`config.mk`:
```
export PLATFORM = sky130hd
export DESIGN_NAME = sorted_priority_queue
export DESIGN_NICKNAME = d
export VERILOG_FILES = /design/src/hdl/spq_pkg.sv /design/src/hdl/sorted_priority_queue.sv /design/src/hdl/spq_ctrl.sv /design/src/hdl/spq_dp.sv
export SDC_FILE = /design/constraint.sdc
export NUM_CORES = 1
export LEC_CHECK = 0
export ABC_AREA = 1
export BUFFER_PORTS_ARGS = -buffer_cell sky130_fd_sc_hd__buf_2
export CAP_MARGIN = 20
export CELL_PAD_IN_SITES_DETAIL_PLACEMENT = 2
export CELL_PAD_IN_SITES_GLOBAL_PLACEMENT = 2
export CORE_MARGIN = 2
export CORE_UTILIZATION = 39
export DETAILED_ROUTE_END_ITERATION = 10
export PLACE_DENSITY = 0.82
export SYNTH_ARGS = -nofsm -noshare
export SYNTH_HDL_FRONTEND = slang
export SYNTH_SLANG_ARGS = --single-unit
export TNS_END_PERCENT = 30
```
`constraint.sdc`:
```
create_clock -name i_clk -period 4.8 [get_ports i_clk]
set_input_delay 0.96 -clock i_clk [delete_from_list [all_inputs] [get_ports i_clk]]
set_output_delay 0.96 -clock i_clk [all_outputs]
set_load 0.05 [all_outputs]
```
`src/hdl/spq_pkg.sv`:
```
// ----------------------------------------------------------------------------
// spq_pkg
// Shared sizes, codes and controller/datapath interface types for the
// sorted priority queue.
// ----------------------------------------------------------------------------
package spq_pkg;

    // queue geometry
    localparam int QUEUE_DEPTH = 16;
    localparam int CNT_W       = $clog2(QUEUE_DEPTH + 1);

    // field widths
    localparam int ID_W     = 16;
    localparam int PRIO_W   = 8;
    localparam int STATUS_W = 2;
    localparam int OCC_W    = 5;

    // operation codes
    localparam logic MODE_INSERT = 1'b0;
    localparam logic MODE_REMOVE = 1'b1;

    // status codes
    localparam logic [STATUS_W-1:0] ST_DONE  = 2'd0;
    localparam logic [STATUS_W-1:0] ST_FULL  = 2'd1;
    localparam logic [STATUS_W-1:0] ST_EMPTY = 2'd2;

    typedef logic [ID_W-1:0]     t_id;
    typedef logic [PRIO_W-1:0]   t_prio;
    typedef logic [STATUS_W-1:0] t_status;
    typedef logic [CNT_W-1:0]    t_count;
    typedef logic [OCC_W-1:0]    t_occ;

    // controller to datapath
    typedef struct packed {
        logic    load;     // capture the incoming transaction
        logic    execute;  // write the result registers
        logic    do_ins;   // place the captured entry into the store
        logic    do_rem;   // pop the head of the store
        t_status status;   // status reported with the result
    } t_cmd;

    // datapath to controller
    typedef struct packed {
        logic mode;   // captured operation
        logic full;
        logic empty;
    } t_stat;

endpackage

```
`src/hdl/sorted_priority_queue.sv`:
```
// ----------------------------------------------------------------------------
// sorted_priority_queue
// Bounded priority queue kept as a sorted shift-register list; lowest
// priority value leaves first, equal priorities leave in arrival order.
// ----------------------------------------------------------------------------
// start is taken only while idle and loads the transaction; the execute state
//   then writes the result registers and the result strobe; busy covers the
//   single execute cycle in which all slots compare and shift in parallel
// a new transaction may be started in the cycle its predecessor's result shows
// reset (synchronous, active low) empties the queue; stored entries are kept
//   only as far as the count says
module sorted_priority_queue (
    input  logic                 i_clk,
    input  logic                 i_rst_n,
    input  logic                 start,
    output logic                 busy,
    input  logic                 i_mode,
    input  spq_pkg::t_id         i_in_id,
    input  spq_pkg::t_prio       i_in_priority,
    output logic                 o_valid,
    output spq_pkg::t_id         o_out_id,
    output spq_pkg::t_prio       o_out_priority,
    output spq_pkg::t_status     o_status,
    output spq_pkg::t_occ        o_occupancy
);
    import spq_pkg::*;

    t_cmd  w_cmd;
    t_stat w_stat;

    // sequencing
    spq_ctrl u_ctrl (
        .i_clk   (i_clk),
        .i_rst_n (i_rst_n),
        .start   (start),
        .busy    (busy),
        .o_valid (o_valid),
        .i_stat  (w_stat),
        .o_cmd   (w_cmd)
    );

    // store and results
    spq_dp u_dp (
        .i_clk          (i_clk),
        .i_rst_n        (i_rst_n),
        .i_cmd          (w_cmd),
        .o_stat         (w_stat),
        .i_mode         (i_mode),
        .i_in_id        (i_in_id),
        .i_in_priority  (i_in_priority),
        .o_out_id       (o_out_id),
        .o_out_priority (o_out_priority),
        .o_status       (o_status),
        .o_occupancy    (o_occupancy)
    );

endmodule

```
`src/hdl/spq_ctrl.sv`:
```
// ----------------------------------------------------------------------------
// spq_ctrl
// Controller for the sorted priority queue: takes a transaction, decides the
// operation from the queue status and strobes the result.
// ----------------------------------------------------------------------------
module spq_ctrl (
    input  logic          i_clk,
    input  logic          i_rst_n,
    input  logic          start,
    output logic          busy,
    output logic          o_valid,
    input  spq_pkg::t_stat i_stat,
    output spq_pkg::t_cmd  o_cmd
);
    import spq_pkg::*;

    localparam logic S_IDLE = 1'b0;
    localparam logic S_EXEC = 1'b1;

    logic r_state;
    logic n_state;
    logic r_valid;
    logic n_valid;

    // next state and command decode
    always_comb begin
        n_state = r_state;
        n_valid = 1'b0;
        o_cmd   = '0;
        o_cmd.status = ST_DONE;
        case (r_state)
            S_IDLE: begin
                if (start) begin
                    o_cmd.load = 1'b1;
                    n_state    = S_EXEC;
                end
            end
            S_EXEC: begin
                o_cmd.execute = 1'b1;
                n_valid       = 1'b1;
                n_state       = S_IDLE;
                if (i_stat.mode == MODE_INSERT) begin
                    if (i_stat.full) begin
                        o_cmd.status = ST_FULL;
                    end else begin
                        o_cmd.do_ins = 1'b1;
                    end
                end else begin
                    if (i_stat.empty) begin
                        o_cmd.status = ST_EMPTY;
                    end else begin
                        o_cmd.do_rem = 1'b1;
                    end
                end
            end
            default: begin
                n_state = S_IDLE;
            end
        endcase
    end

    // state and result strobe
    always_ff @(posedge i_clk) begin
        if (!i_rst_n) begin
            r_state <= S_IDLE;
            r_valid <= 1'b0;
        end else begin
            r_state <= n_state;
            r_valid <= n_valid;
        end
    end

    assign busy    = (r_state != S_IDLE);
    assign o_valid = r_valid;

endmodule

```
`src/hdl/spq_dp.sv`:
```
// ----------------------------------------------------------------------------
// spq_dp
// Datapath for the sorted priority queue: a sorted shift-register store with
// one comparator per slot, the entry count and the result registers.
// ----------------------------------------------------------------------------
module spq_dp (
    input  logic                 i_clk,
    input  logic                 i_rst_n,
    input  spq_pkg::t_cmd        i_cmd,
    output spq_pkg::t_stat       o_stat,
    input  logic                 i_mode,
    input  spq_pkg::t_id         i_in_id,
    input  spq_pkg::t_prio       i_in_priority,
    output spq_pkg::t_id         o_out_id,
    output spq_pkg::t_prio       o_out_priority,
    output spq_pkg::t_status     o_status,
    output spq_pkg::t_occ        o_occupancy
);
    import spq_pkg::*;

    // captured transaction
    logic  r_mode;
    t_id   r_id;
    t_prio r_prio;

    // sorted store, head at slot zero
    t_id    r_st_id   [QUEUE_DEPTH];
    t_prio  r_st_prio [QUEUE_DEPTH];
    t_count r_count;
    t_count n_count;

    // result registers
    t_id     r_out_id;
    t_prio   r_out_prio;
    t_status r_status;
    t_occ    r_occ;

    logic [QUEUE_DEPTH-1:0] w_gt;

    // slots holding an entry that must move behind the new one
    always_comb begin
        for (int i = 0; i < QUEUE_DEPTH; i++) begin
            w_gt[i] = (CNT_W'(i) < r_count) && (r_st_prio[i] > r_prio);
        end
    end

    assign o_stat.mode  = r_mode;
    assign o_stat.full  = (r_count == CNT_W'(QUEUE_DEPTH));
    assign o_stat.empty = (r_count == '0);

    // count after the operation
    always_comb begin
        n_count = r_count;
        if (i_cmd.do_ins) begin
            n_count = r_count + 1'b1;
        end else if (i_cmd.do_rem) begin
            n_count = r_count - 1'b1;
        end
    end

    // capture the transaction
    always_ff @(posedge i_clk) begin
        if (i_cmd.load) begin
            r_mode <= i_mode;
            r_id   <= i_in_id;
            r_prio <= i_in_priority;
        end
    end

    // store update: insert shifts the larger tail up, remove shifts down
    always_ff @(posedge i_clk) begin
        for (int i = 0; i < QUEUE_DEPTH; i++) begin
            if (i_cmd.do_ins) begin
                if (i > 0 && w_gt[(i > 0) ? i - 1 : 0]) begin
                    r_st_id[i]   <= r_st_id[(i > 0) ? i - 1 : 0];
                    r_st_prio[i] <= r_st_prio[(i > 0) ? i - 1 : 0];
                end else if (w_gt[i] || CNT_W'(i) == r_count) begin
                    r_st_id[i]   <= r_id;
                    r_st_prio[i] <= r_prio;
                end
            end else if (i_cmd.do_rem && i < QUEUE_DEPTH - 1) begin
                r_st_id[i]   <= r_st_id[(i < QUEUE_DEPTH - 1) ? i + 1 : i];
                r_st_prio[i] <= r_st_prio[(i < QUEUE_DEPTH - 1) ? i + 1 : i];
            end
        end
    end

    // entry count
    always_ff @(posedge i_clk) begin
        if (!i_rst_n) begin
            r_count <= '0;
        end else begin
            r_count <= n_count;
        end
    end

    // result registers
    always_ff @(posedge i_clk) begin
        if (i_cmd.execute) begin
            r_out_id   <= i_cmd.do_rem ? r_st_id[0] : '0;
            r_out_prio <= i_cmd.do_rem ? r_st_prio[0] : '0;
            r_status   <= i_cmd.status;
            r_occ      <= OCC_W'(n_count);
        end
    end

    assign o_out_id       = r_out_id;
    assign o_out_priority = r_out_prio;
    assign o_status       = r_status;
    assign o_occupancy    = r_occ;

endmodule
```
# Word-level counts from Yosys, hierarchy flattened
# Memories as Yosys holds them, arrays and structs flattened.
# Index checks and enable logic that the tools add are counted.
[totals] register_bits=63 mem_bits_rw=384 in_bits=28 output_inout_bits=33 elab_cells=341 n_memories=2
[classes] addsub=2 order_cmp=32 n_eq_ne=16 mux=185 bitwise_logic=61 n_reduce_logical=33
[memory_table] memory="u_dp.r_st_id" words=16 word_bits=16 read_ports=16 rd_ports_with_merged_regs=0 write_ports=16 line="spq_dp.sv:27" rtl="t_id r_st_id [QUEUE_DEPTH];"
[memory_table] memory="u_dp.r_st_prio" words=16 word_bits=8 read_ports=16 rd_ports_with_merged_regs=0 write_ports=16 line="spq_dp.sv:28" rtl="t_prio r_st_prio [QUEUE_DEPTH];"
[ops] operator="two-way mux 16 bit" n=30
[ops] operator="two-way mux 8 bit" n=30
[ops] operator="greater-than comparator 8 bit" n=16
[ops] operator="two-way mux 1 bit" n=119
[ops] operator="bitwise OR 1 bit" n=60
[ops] operator="equality test 4 x 5 -> 1 bit (first input constant)" n=8
[ops] operator="less-than comparator 4 x 5 -> 1 bit (first input constant)" n=8
[ops] operator="equality test 3 x 5 -> 1 bit (first input constant)" n=4
[ops] operator="less-than comparator 3 x 5 -> 1 bit (first input constant)" n=4
[ops] operator="logical AND 1 bit" n=16
[ops] operator="logical OR 1 bit" n=16
[ops] operator="two-way mux 5 bit" n=3
[ops] operator="equality test 2 x 5 -> 1 bit (first input constant)" n=2
[ops] operator="less-than comparator 1 x 5 -> 1 bit (first input constant)" n=2
[ops] operator="less-than comparator 2 x 5 -> 1 bit (first input constant)" n=2
[ops] operator="adder 5 x 1 -> 5 bit (second input constant)" n=1
[ops] operator="equality test 1 x 5 -> 1 bit (first input constant)" n=1
[ops] operator="equality test 5 bit (second input constant)" n=1
[ops] operator="logical NOT 5 bit" n=1
[ops] operator="subtractor 5 x 1 -> 5 bit (second input constant)" n=1
[ops] operator="two-way mux 2 bit" n=2
[ops] operator="one-hot mux 1 bit (2 select lines)" n=1
[ops] operator="NOT 1 bit" n=1

# Logic depth before layout (Yosys ltp)
# Gate-level depths: netlist of run 1.
# An unclocked memory read counts as a cell.
[depth] depth_word=10 depth_mapped=16 ltp_nobuf=15

# Modules after synthesis
# From an unflattened synthesis of run 1, not the netlist that was laid out.
[unflattened] cells_unflattened=3459 hier_area_um2=27421.3
[modules_own_cells] mod="spq_dp" instances=1 cells_each=3439 area_each_um2=27306.2 seq_area_each_um2=13312.8
[modules_own_cells] mod="spq_ctrl" instances=1 cells_each=20 area_each_um2=115.1 seq_area_each_um2=40.0

# Worst setup path after synthesis of run 1
# Ideal clock, no wire load.
[synth_timing] path_kind="flip-flop to flip-flop" from="register u_ctrl.r_state (netlist: u_ctrl.busy)" to="memory u_dp.r_st_id[1][112] in the netlist's numbering, enable pin" setup_time_ns=0.438 t_arrival_ns=3.921 t_required_ns=4.362 slack_ns=0.441 stages_incl_launch_ff=7 path_buffers=2 period_less_slack_ns=4.359 path_cell_list="dfxtp_1 > inv_1 > nor2_1 > nand2_2 > buf_4 > clkbuf_1 > o21ai_0"
[synth_rtl] element="start, declared" line="spq_ctrl.sv:20" rtl="logic r_state;"
[synth_rtl] element="start signal, assigned" line="spq_ctrl.sv:68" rtl="r_state <= n_state;"
[synth_rtl] element="end, declared" line="spq_dp.sv:27"

==> reports/metrics.yaml, run 1 <==
synth_edf_count: 440
synth_top_cells_by_count: "nand2_1, nand3_1, edfxtp_1"
slowest_delay_ns: 0.47
rows: 96
timing.fmax_ghz: 0.259
netlist_area_um2: 27300
htree_levels: 2
portBuffers: 60
dieArea_um2: 72100
num_io_pins: 61
cp_max_fo: 25
root_buffer: "clkbuf_16"
cts.sink_count: 447
setup_tns_ns: 0
clk_pin_slew_worst_paths_ns: 0.06
placed_area_um2: 28400
critPathMostFrequentCell: "nand2_1"
avgRoutedWirePerCell_um: 23.8
clock_latency_ns: 0.64
ant_nets: 0
area_delta_synth_final_pct: 10.7
postCtsSetupRepairBufs: 0
grt_max_degree: 174
vias: 24500
instances_no_fill: 4415
peakVddDrop_mv: 0.286
routed_wirelength_um: 105000
nFillCells: 7921
async_flop_share_pct: 0
dp_hpwl_um: 72200
dp.cells: 4315
start_util_pct: 39.6
nets: 3602
routabilityCongestion: 0.843
ff_latch_area_um2: 13400
synth_cell_types: 36
synth.area.top_cells: "edfxtp_1, nand2_1, nand3_1, ha_1, inv_1"
multi_input_area_um2: 11400
netlist_instances: 3451
fin_area_um2: 30200
remaining_drc_errors: 0
synth_fp_nets: 3612
dp_slack_ns: 0.999
cp_slowest_cell: "inv_1"
synthFlopType: "edfxtp_1"
cts_buffer_depth: 3
setup_viol: 0
synth.largest_area_cell: "edfxtp_1"
synth_most_common_cell: "nand2_1"
fin_ws_ns: 0.943
synth.avg_cell_area_um2: 7.91
worstSetupPathType: "reg2reg"
postCtsHoldBufs: 0
die_w_um: 269
fin_crit_sh_pct: 80.4
finClkSkew_ns: 0.0167
finalCriticalPeriod_ns: 3.86
via_per_inst: 5.56
cts_tree: "done"
drt_iter0_drc: 1752
slew_headroom_pct: 32.7
cts_resized: 0
critPathCaptureType: "register"
p_leak_nw: 14.3
dr.pass1.iters: 5
grt_pass1_wl_um: 164000
die_y_um: 269
rsz0062_at_grt: "no"
grt_pass1_vias: 27300
min_path_type: "reg2reg"
grt.overflow.total: 0
seq_area_frac_synth_pct: 48.9
synth.top_cell.area_share_pct: 48.4
synth_warnings: 0
antenna_found_initial: 2
synth-seq-cells: 447
start_kind: "register"
finalHoldViolations: 0
arrival_ns: 4.24
worst_pin_slew_ns: 1.01
final_core_util_pct: 43.8
slew_violations: 0
power_density_nw_per_um2: 322
grt_usage_pct: 29.5
core_um2: 68900
final_layout_size_suffix_gt1_share_pct: 7.46
cap_violations: 0
status: "complete, no violations"
cp_cell_sequence: "inv_1 > buf_4 > ha_1 > nand2_1 > inv_1 > nand2_1 > nand2_1 > nand2_1 > nand2_1 > nand2_1 > nand2_2 > nand2_2 > buf_4 > nand2_1 > nand3_1 > nand2_1"
critical_path_required_ns: 5.19
cts_buffers: 55
diodes: 0
-- worst max-delay path: cells and delay by family (launching register included) --
kind / cells / cell delay [ns]
adder cells (fa/ha/maj): 1 / 0.30
flip-flops: 1 / 0.40
buffers and inverters: 4 / 1.31
AND/OR/NAND/NOR: 11 / 1.56
-- power breakdown --
part / internal, W / switching (W) / total, W
combinational: 0.000238 / 0.000736 / 0.000974
clock: 0.00247 / 0.00181 / 0.00428
sequential: 0.00441 / 0.0000751 / 0.00448
-- flip-flops by register name, summed over array words and instances (netlist names), 2 cells and up --
signal,count
u_dp.r_count,5
u_dp.r_prio,8
u_dp.o_out_priority,8
u_dp.o_occupancy,5
u_dp.r_st_prio,128
u_dp.r_st_id,256
u_dp.r_id,16
u_dp.o_status,2
u_dp.o_out_id,16
-- layout make-up --
| cell class | instances | area share [%] |
|---|---|---|
| flip-flops and latches | 447 | 44.2 |
| multi-input cells | 2380 | 37.9 |
| inverters | 425 | 5.30 |
| clock buffers | 68 | 4.72 |
| well taps | 931 | 3.85 |
| repair buffers | 132 | 2.91 |
| clock inverters | 32 | 1.16 |
-- logic make-up after synthesis --
logic type | share of synthesized area [%]
simple gates | 32.4
buf+inv | 9.16
flops | 48.9
compound gates | 3.34
fa+ha+maj | 6.10
xor+xnor | 0.0963
-- layout by cell type, fill, tap and decap left out, types with 2 or more instances in the layout --
cell       instances
a21o_1            15
a21oi_1           35
a21oi_2           10
a21oi_4            7
a31oi_1            2
and2_1             2
buf_12             3
buf_2             60
buf_4             69
bufinv_16          7
clkbuf_1          13
clkbuf_16         55
clkinv_1          10
clkinv_2          11
clkinv_8           2
dfxtp_1            6
edfxtp_1         440
ha_1             133
inv_1            421
inv_2              3
nand2_1         1295
nand2_2           16
nand3_1          684
nand4_1            2
nor2_1            93
nor2_2             4
nor2_4             2
nor3_1             2
o211ai_1          11
o21ai_0           51
o21ai_1            3
o21ai_2            3
xor2_1             3
-- worst paths after layout --
kind                   from  slack [ns]  cells past startpoint                   to
max          u_dp.r_prio[3]        0.94                     16  u_dp.r_st_id[0][30]
min             u_ctrl.busy        0.48                      1          u_ctrl.busy
max reg2reg  u_dp.r_prio[3]        0.94                     16  u_dp.r_st_id[0][30]
min reg2reg     u_ctrl.busy        0.48                      1          u_ctrl.busy
-- routing by layer --
layer	GRT usage (%)	part of all wire, %	up-vias
met2	50.7	49	568
met3	3.54	4.2	177
met1	38.8	44	12600
li1	-	-	11200
met5	0	0	-
met4	9.20	3.0	0
-- through the flow --
stage	hold slack, ns	total power, W
final	0.485	0.00974
after global routing	0.482	0.0100
after CTS	0.471	0.00979
after detailed placement	0.484	0.00552
after global placement	0.464	0.00545
after floorplan	0.495	0.00513
(Power assumes the default switching activity.)
==> run 2: changes to the inputs <==
- clock period: 4.8 -> 3.8 ns (I/O delays scaled with it)
==> reports/metrics.yaml, run 2 (same netlist as run 1, synthesis figures left out) <==
routabilityCongestion: 0.839  # was 0.843
worstSetupPathType: "reg2reg"  # unchanged
largest-register: "u_dp.r_st_id"  # unchanged
most-common-layout-cells: "nand2_1, nand3_1, edfxtp_1, inv_1, ha_1"  # unchanged
largest_reg_flops: 256  # unchanged
finalHoldViolations: 0  # unchanged
clock_power_share_pct: 43.2  # was 44.0%
min_from: "i_in_id[1]"  # was u_ctrl.busy
arrival_ns: 3.75  # was 4.24 ns
slew_headroom_pct: 28.7  # was 32.7%
dp_slack_ns: 0.648  # was 0.999 ns
timing.fmax_ghz: 0.305  # was 0.259 GHz
grt.overflow.total: 0  # unchanged
r2r_slack_ns: 0.53  # was 0.94 ns
dieArea_um2: 72100  # unchanged
critPathBufInv: 3  # was 4
clk_pin_slew_worst_paths_ns: 0.06  # about the same
die_y_um: 269  # unchanged
core_um2: 68900  # unchanged
cts.sink_count: 447  # unchanged
critPathCaptureType: "register"  # unchanged
finClkSkew_ns: 0.0330  # was 0.0167 ns
cts_buffer_depth: 3  # unchanged
via_per_inst: 5.49  # was 5.56
status: "complete, no violations"  # unchanged
top_regs: "u_dp.r_st_id: 256 flops, u_dp.r_st_prio: 128 flops"  # unchanged
postCtsHoldBufs: 0  # unchanged
whs_ns: 0.305  # was 0.485 ns
cts_resized: 0  # unchanged
rsz0062_at_grt: "no"  # unchanged
dp_hpwl_um: 73900  # was 72200 µm
grt_max_degree: 146  # was 174
cp_cell_sequence: "inv_1 > ha_1 > nand3_2 > nand2_2 > buf_4 > nor2_2 > buf_4 > nand3_1 > nand2_1"  # was inv_1 > buf_4 > ha_1 > nand2_1 > inv_1 > nand2_1 > nand2_1 > nand2_1 > nand2_1 > nand2_1 > nand2_2 > nand2_2 > buf_4 > nand2_1 > nand3_1 > nand2_1
die_w_um: 269  # unchanged
cap_violations: 0  # unchanged
critPathMostFrequentCell: "buf_4"  # was nand2_1
dr.pass1.iters: 7  # was 5
grt_usage_pct: 29.7  # was 29.5%
nets: 3626  # was 3602
critical_path_required_ns: 4.27  # was 5.19 ns
final_common_cell: "nand2_1"  # unchanged
switching_share_pct: 27.0  # was 26.9%
start_util_pct: 39.6  # unchanged
portBuffers: 60  # unchanged
slew_violations: 0  # unchanged
postCtsSetupRepairBufs: 0  # unchanged
area_delta_synth_final_pct: 11.6  # was 10.7%
cp_max_fo: 24  # was 25
combPwrFrac_pct: 10.4  # was 10.0%
power_density_nw_per_um2: 401  # was 322 nW/µm²
seqPwrFrac_pct: 46.4  # was 46.0%
antenna_found_initial: 2  # unchanged
fin_ws_ns: 0.526  # was 0.943 ns
rr_worst_depth: 9  # was 16
htree_levels: 2  # unchanged
finalPower_w: 0.0122  # was 0.00974 W
remaining_drc_errors: 0  # unchanged
cpLargestDelayFamily: "simple AND/OR/NAND/NOR gates"  # unchanged
routed_wirelength_um: 105000  # about the same
min_path_type: "in2reg"  # was reg2reg
hold_end: "u_dp.r_id[1]"  # was u_ctrl.busy
clock_latency_ns: 0.64  # about the same
cts_tree: "done"  # unchanged
num_io_pins: 61  # unchanged
fin_crit_sh_pct: 86.2  # was 80.4%
worst_pin_slew_ns: 1.06  # was 1.01 ns
timing.rr.start: "u_dp.r_count[0]"  # was u_dp.r_prio[3]
reg2reg_to: "u_dp.r_st_prio[1][61]"  # was u_dp.r_st_id[0][30]
peakVddDrop_mv: 0.369  # was 0.286 mV
setup_viol: 0  # unchanged
cts_buffers: 55  # unchanged
cp_slowest_cell: "dfxtp_1"  # was inv_1
grt_pass1_wl_um: 165000  # was 164000 µm
p_leak_nw: 14.4  # was 14.3 nW
slowest_delay_ns: 0.52  # was 0.47 ns
rows: 96  # unchanged
finalCriticalPeriod_ns: 3.27  # was 3.86 ns
setup_tns_ns: 0  # unchanged
ant_nets: 0  # unchanged
start_kind: "register"  # unchanged
final_layout_size_suffix_gt1_share_pct: 8.04  # was 7.46%
min_path_cells: 1  # unchanged
avgRoutedWirePerCell_um: 23.7  # was 23.8 µm
vias: 24400  # was 24.5k
root_buffer: "clkbuf_16"  # unchanged
grt_pass1_vias: 27300  # about the same
p_switching_w: 0.00330  # was 0.00262 W
internal_power_w: 0.00890  # was 0.00712 W
drt_iter0_drc: 1576  # was 1752
[run 2: cell types whose count changed in the layout (fill, tap and decap cells not counted), sizes merged]
| cell | previous run | this run |
|---|---|---|
| buf | 132 | 156 |
| clkinvlp | 1 | 0 |
| bufinv | 7 | 4 |
| diode | 0 | 2 |
| inv | 426 | 427 |
| clkinv | 23 | 17 |
| clkbuf | 68 | 78 |
[run 2: metrics by stage]
stage	util, %	instances	cell area (µm²)
2_1_floorplan	-	3451	27300
3_3_place_gp	41.7	4339	28700
3_5_place_dp	41.7	4339	28700
4_1_cts	44.2	4440	30500
5_1_grt	44.2	4440	30500
6_report	44.2	4442	30500
[run 2: power groups by stage]
stage	registers [W]	logic, W	clock network, W
2_1_floorplan	0.00577	0.000711	0
3_3_place_gp	0.00576	0.00115	0
3_5_place_dp	0.00577	0.00124	0
4_1_cts	0.00566	0.00126	0.00536
5_1_grt	0.00568	0.00139	0.00553
6_report	0.00567	0.00126	0.00527
[run 2: routing by layer]
metal	wire length (µm)	up-vias	track usage, %
li1	-	11300	-
met1	46900	12400	39.0
met2	51400	515	51.1
met3	4120	172	3.50
met4	2970	0	9.28
met5	0	-	0
[run 2: worst max path at each step]
stage / start / to / slack (ns) / cells past startpoint
after CTS: u_dp.r_count[0] / u_dp.r_st_prio[1][61] / 0.62 / 9
after floorplan: u_dp.r_prio[7] / u_dp.r_st_id[1][112] / 0.16 / 12
after global routing: u_dp.r_prio[0] / u_dp.r_st_prio[1][61] / 0.42 / 15
after global placement: u_dp.r_count[0] / u_dp.r_st_prio[1][61] / 0.73 / 9
final: u_dp.r_count[0] / u_dp.r_st_prio[1][61] / 0.53 / 9
after detailed placement: u_dp.r_count[0] / u_dp.r_st_prio[1][61] / 0.65 / 9
[run 2: cell type report]
| type | instances | area [µm²] |
|---|---|---|
| timing repair buffer | 156 | 1160 |
| tap | 931 | 1160 |
| inverter | 425 | 1600 |
| fill | 7943 | 38500 |
| clock inverter | 23 | 225 |
| clock buffer | 78 | 1500 |
| multi-input combinational | 2380 | 11400 |
| antenna | 2 | 5.00 |
| sequential | 447 | 13400 |
